--- config.mk ---
export PLATFORM = sky130hd
export DESIGN_NAME = brs_div
export DESIGN_NICKNAME = d
export VERILOG_FILES = /design/src/sv/brs_pkg.sv /design/src/sv/brs_div.sv
export SDC_FILE = /design/constraint.sdc
export NUM_CORES = 1
export LEC_CHECK = 0
export ABC_AREA = 1
export BUFFER_PORTS_ARGS = -buffer_cell sky130_fd_sc_hd__clkbuf_2
export CAP_MARGIN = 20
export CORE_ASPECT_RATIO = 1.4
export CORE_MARGIN = 3
export CORE_UTILIZATION = 35
export DETAILED_ROUTE_END_ITERATION = 12
export REMOVE_ABC_BUFFERS = 1
export SLEW_MARGIN = 20
export SYNTH_ARGS = -nofsm -noshare
export SYNTH_HDL_FRONTEND = slang
export SYNTH_SLANG_ARGS = --single-unit
--- constraint.sdc ---
create_clock -name clk -period 2.2 [get_ports clk]
set_input_delay 0.44 -clock clk [delete_from_list [all_inputs] [get_ports clk]]
set_output_delay 0.44 -clock clk [all_outputs]
set_load 0.005 [all_outputs]
--- src/sv/brs_pkg.sv ---
// ----------------------------------------------------------------------------
// brs_pkg
// Shared constants and types of the bilinear image resampler.
// ----------------------------------------------------------------------------
package brs_pkg;

    localparam int MAX_WIDTH    = 256;
    localparam int MAX_HEIGHT   = 256;
    localparam int MAX_CHANNELS = 4;

    localparam int X_W      = $clog2(MAX_WIDTH);
    localparam int Y_W      = $clog2(MAX_HEIGHT);
    localparam int ADDR_W   = X_W + Y_W;
    localparam int DEPTH    = MAX_WIDTH * MAX_HEIGHT;
    localparam int PIX_W    = 32;
    localparam int SIZE_W   = 9;

    localparam int DIV_NUM_W = 24;
    localparam int DIV_DEN_W = 16;
    localparam int CNT_W     = $clog2(DIV_NUM_W + 1);
    localparam int RATIO_W   = DIV_NUM_W;
    localparam int FRAC_W    = 16;
    localparam int WGT_W     = 2 * FRAC_W + 1;
    localparam int ACC_W     = WGT_W + 8;

    localparam logic OP_WRITE   = 1'b0;
    localparam logic OP_REQUEST = 1'b1;

    localparam logic [1:0] REG_SRC_W   = 2'd0;
    localparam logic [1:0] REG_SRC_H   = 2'd1;
    localparam logic [1:0] REG_SCALE   = 2'd2;
    localparam logic [1:0] REG_CHANNEL = 2'd3;

    typedef struct packed {
        logic                 start;
        logic [DIV_NUM_W-1:0] num;
        logic [DIV_DEN_W-1:0] den;
    } div_req_t;

    typedef struct packed {
        logic                 done;
        logic [DIV_NUM_W-1:0] quo;
    } div_rsp_t;

endpackage

--- src/sv/brs_div.sv ---
// ----------------------------------------------------------------------------
// brs_div
// Restoring divider that retires one quotient bit per cycle.
// ----------------------------------------------------------------------------
module brs_div
    import brs_pkg::*;
(
    input  logic     clk,
    input  logic     rst_n,
    input  div_req_t req,
    output div_rsp_t rsp
);

    logic [CNT_W-1:0]     cnt_reg, cnt_next;
    logic                 busy_reg, busy_next;
    logic                 done_reg, done_next;
    logic [DIV_DEN_W-1:0] rem_reg, rem_next;
    logic [DIV_DEN_W-1:0] den_reg, den_next;
    logic [DIV_NUM_W-1:0] quo_reg, quo_next;
    logic [DIV_DEN_W:0]   rem_sh;
    logic [DIV_DEN_W+1:0] diff;

    always_comb
    begin
        rem_sh    = {rem_reg, quo_reg[DIV_NUM_W-1]};
        diff      = {1'b0, rem_sh} - {2'b00, den_reg};
        cnt_next  = cnt_reg;
        busy_next = busy_reg;
        done_next = 1'b0;
        rem_next  = rem_reg;
        den_next  = den_reg;
        quo_next  = quo_reg;
        if (req.start)
        begin
            cnt_next  = CNT_W'(DIV_NUM_W);
            busy_next = 1'b1;
            rem_next  = '0;
            den_next  = req.den;
            quo_next  = req.num;
        end
        else if (busy_reg)
        begin
            if (!diff[DIV_DEN_W+1])
            begin
                rem_next = diff[DIV_DEN_W-1:0];
            end
            else
            begin
                rem_next = rem_sh[DIV_DEN_W-1:0];
            end
            quo_next = {quo_reg[DIV_NUM_W-2:0], ~diff[DIV_DEN_W+1]};
            cnt_next = cnt_reg - CNT_W'(1);
            if (cnt_reg == CNT_W'(1))
            begin
                busy_next = 1'b0;
                done_next = 1'b1;
            end
        end
    end

    always_ff @(posedge clk or negedge rst_n)
    begin
        if (!rst_n)
        begin
            cnt_reg  <= '0;
            busy_reg <= 1'b0;
            done_reg <= 1'b0;
        end
        else
        begin
            cnt_reg  <= cnt_next;
            busy_reg <= busy_next;
            done_reg <= done_next;
        end
    end

    always_ff @(posedge clk)
    begin
        rem_reg <= rem_next;
        den_reg <= den_next;
        quo_reg <= quo_next;
    end

    assign rsp.done = done_reg;
    assign rsp.quo  = quo_reg;

endmodule

# Word-level counts from Yosys, hierarchy flattened
# Index checks and enable logic that the tools add are counted.
[word_totals] wordCells=22 out_inout_bits=25 regBits=63 input_bits=43
[op_classes] eq_ne=1 bitwise_logic=1 n_reduce_logical=1 addsub=2 muxes=11
[op_table] op="$mux 24" count=2
[op_table] op="$sub 17x16->18" count=1
[op_table] op="$mux 16" count=1
[op_table] op="$mux 5" count=2
[op_table] op="$mux 1" count=6
[op_table] op="$eq 5x1->1 const B" count=1
[op_table] op="$sub 5x1->5 const B" count=1
[op_table] op="$reduce_bool 2->1" count=1
[op_table] op="$not 1->1" count=1

# Longest topological paths before layout
[depth] ltp_word=4 depth_mapped=14 ltp_nobuf=14

# Least setup slack after synthesis
# Ideal clock, no wire load.
[synth_path] path_kind="flip-flop to flip-flop" from="register quo_reg[23]" to="register rem_reg[8]" required_ns=2.087 arrival_ns=1.765 setup_slack_ns=0.322 stages_incl_launch_ff=12 path_buffers=0 setup_ns=0.113 period_less_slack_ns=1.878 path_cell_list="edfxtp_1 > inv_1 > ha_1 > inv_1 > fa_1 > nand3_1 > nand3_1 > a21oi_1 > xor2_1 > nand2_1 > nand3_1 > nand2_1"
[synth_between] elab_chain_len=2
[synth_rtl] element="from (decl)" line="brs_div.sv:19" source="logic [DIV_NUM_W-1:0] quo_reg, quo_next;"
[synth_rtl] element="from (signal assigned)" line="brs_div.sv:81" source="quo_reg <= quo_next;"
[synth_rtl] element="$sub 17x16->18" line="brs_div.sv:26" source="diff = {1'b0, rem_sh} - {2'b00, den_reg};"
[synth_rtl] element="$mux 16" line="brs_div.sv:43" source="if (!diff[DIV_DEN_W+1])"
[synth_rtl] element="to (signal assigned)" line="brs_div.sv:79" source="rem_reg <= rem_next;"
[synth_rtl] element="to (decl)" line="brs_div.sv:17" source="logic [DIV_DEN_W-1:0] rem_reg, rem_next;"
# No other way between the ends.
# A chain may end at the register's enable or synchronous reset.

# Final worst setup path
[layout_path] from="register quo_reg[23]" to="register rem_reg[14]"
# The elaborated chain is that of the path after synthesis.

==> flow_summary.ini <==
[outcome]
outcome = complete, no violations

[floorplanning]
core_area_um2 = 10100
initial_core_util_pct = 36.5
io_pins = 68
die_area_um2 = 11800
die_h_um = 127
rows = 43
die-width_um = 92.7

[min_path]
min-delay-start = req[4]
holdCritPathClass = in2reg

[critical_path]
start_kind = flip-flop
cp.required_ps = 2430
crit_fanout = 4
path_class = reg2reg
crit_arrival_ps = 2230
worstSetupStartpoint = quo_reg[23]
end_kind = flip-flop
rr_startpoint = quo_reg[23]

[synth]
synth_area_leaders = edfxtp_1 (33%), nand2_1 (19%), dfxtp_1 (8.7%)
ys_async_sr_fraction_pct = 11.1
synth_top_area_share_pct = 32.6
synth_ff_type = edfxtp_1
avgSynthCellArea_um2 = 7.83
ys_ff_latch = 63
synth_area_um2 = 3690
netlist_top_cells_count = nand2_1 (184), inv_1 (75), edfxtp_1 (40)
seq_area_frac_synth_pct = 46.0
yosys.area.top_type = edfxtp_1
yosysMostFrequentCell = nand2_1
ys_warn_count = 0
syn_inst = 471
synth_cell_type_count = 35
synth_edf_count = 40

[finish]
n_antenna_cell = 0
syn2layout_area_growth_pct = 22.7
final_nets = 609
drive_above_1_share_pct = 19.0
fin_area_um2 = 4520
fillers = 1078
largest_register_ffs = 24

[cts]
cts_tree = built
cts_buffers = 9
clkTransAtPathRegs_ps = 60
cts_max_level = 3
cts_root_buf = clkbuf_16
clock_sinks = 63
insertion_delay_ps = 330
postCtsSetupBuffers = 0
clock_path_buffers = 2

[timing]
tns_ps = 0
clock_skew_ps = 8.14
drv_slew = 0
slew_headroom_pct = 78.6
finalCritPeriodShare_pct = 91.2
hold_viol = 0
fmax_mhz = 498
tightest_slew_ps = 318
finalCriticalPeriod_ps = 2010
finalSetupViolCount = 0
rsz0062_at_grt = false

[global_routing]
globalRoute.totalOverflow = 0
grt_pass1_wl_um = 14800
grt_pass1_vias = 3255
antenna_found_initial = 0
track_usage_pct = 15.7
grt_max_degree = 29

[placed_design]
placed_area_um2 = 4210
io_buffers = 67
dpl.hpwl_um = 6380
routabilityCongestion = 0.883

[route]
wl_um = 8500
dr.first_iter.drc_count = 247
drc_errors = 0
routedWlPerCell_um = 12.4
vias = 3198
drt.antenna.violating_nets = 0
drt-pass1-iter-count = 4
avgViaCountPerCell = 4.66

[power_and_ir_drop]
peakVddDrop_v = 0.000578
p_per_area_nw_per_um2 = 1160
p_leak_nw = 2.43

[run]
maxCapViolations = 0
repair_timing:
action / CTS / global route
hold buffers: 1 / 0
endpoints found under the hold margin: 7 / 0
gates resized for setup: 0 / 1
endpoints found under the setup margin: 0 / 2
layout make-up:
cell class | count | area (um2) | share of cell area (%)
Sequential cell | 63 | 1700 | 37.5
Multi-Input combinational cell | 321 | 1640 | 36.2
Timing Repair Buffer | 76 | 443 | 9.79
Inverter | 76 | 285 | 6.31
Clock buffer | 12 | 246 | 5.45
Tap cell | 135 | 169 | 3.73
Clock inverter | 4 | 47.5 | 1.05
placed cells by master, fill, tap and decap left out, drive strengths merged:
cell type      n
xor2           2
buf            8
and2           2
dlygate4sd3    1
nor2          17
clkinv         4
nand4          4
ha            18
o22ai          1
a21oi         14
bufinv         1
nand3b         5
clkbuf        79
dfrtp          7
dfxtp         16
xnor2          5
or2            1
a31oi          1
inv           75
nand2        189
o21ai         12
a21o           1
nor4           1
fa             1
edfxtp        40
nand3         44
nor3           3
final timing paths:
kind	endpoint	slack [ps]	cells after the start
max	rem_reg[14]	190	14
min	den_reg[4]	280	1
max reg2reg	rem_reg[14]	190	14
min reg2reg	rem_reg[9]	470	2
max in group asynchronous	busy_reg	1560	2
min in group asynchronous	cnt_reg[3]	480	2
power by group:
part / internal, mW / switching (mW) / leakage [nW]
logic: 0.873 / 1.34 / 1.65
registers: 1.49 / 0.145 / 0.633
clock network: 0.904 / 0.508 / 0.144
worst max-delay path, stage by stage, from the launching register on:
cell      delay (ps)
edfxtp_1         370
inv_1             90
ha_1             140
inv_1             70
fa_1             440
nand3_1          130
nand3_2          110
nand2_1           80
nand2_1           80
nand2_1           80
nand2_1           50
nand2_1           70
nand3_2           50
nand2_1           70
nand2_1           40
metal layers:
| metal | track usage (%) | vias up | wire length [um] |
|---|---|---|---|
| met4 | 5.78 | 0 | 185 |
| li1 | - | 1643 | - |
| met2 | 28.2 | 74 | 4310 |
| met5 | 0 | - | 0 |
| met3 | 4.18 | 16 | 419 |
| met1 | 17.8 | 1465 | 3580 |
through the flow:
stage	std cells	worst slack (ps)	hold WS, ps	util (%)	power, mW
2_1_floorplan	460	317	144	-	3.26
3_3_place_gp	670	213	289	41.7	3.84
3_5_place_dp	670	169	287	41.7	3.86
4_1_cts	687	156	273	44.7	5.31
5_1_grt	687	0.900	276	44.7	5.70
6_report	687	193	282	44.7	5.27
kinds of logic (layout without fill, tap and decap cells):
group                      after synthesis  after routing  synth area share, %
xor gates and xnor gates                 7              7                 1.66
AOI/OAI and AO/OA                       29             29                 4.38
DFF                                     63             63                 46.0
and+or+nand+nor                        266            266                 31.5
adders and majority gates               19             19                 6.65
buffers and inverters                   87            168                 9.77
Note: power is estimated with default switching activity, not from simulation.
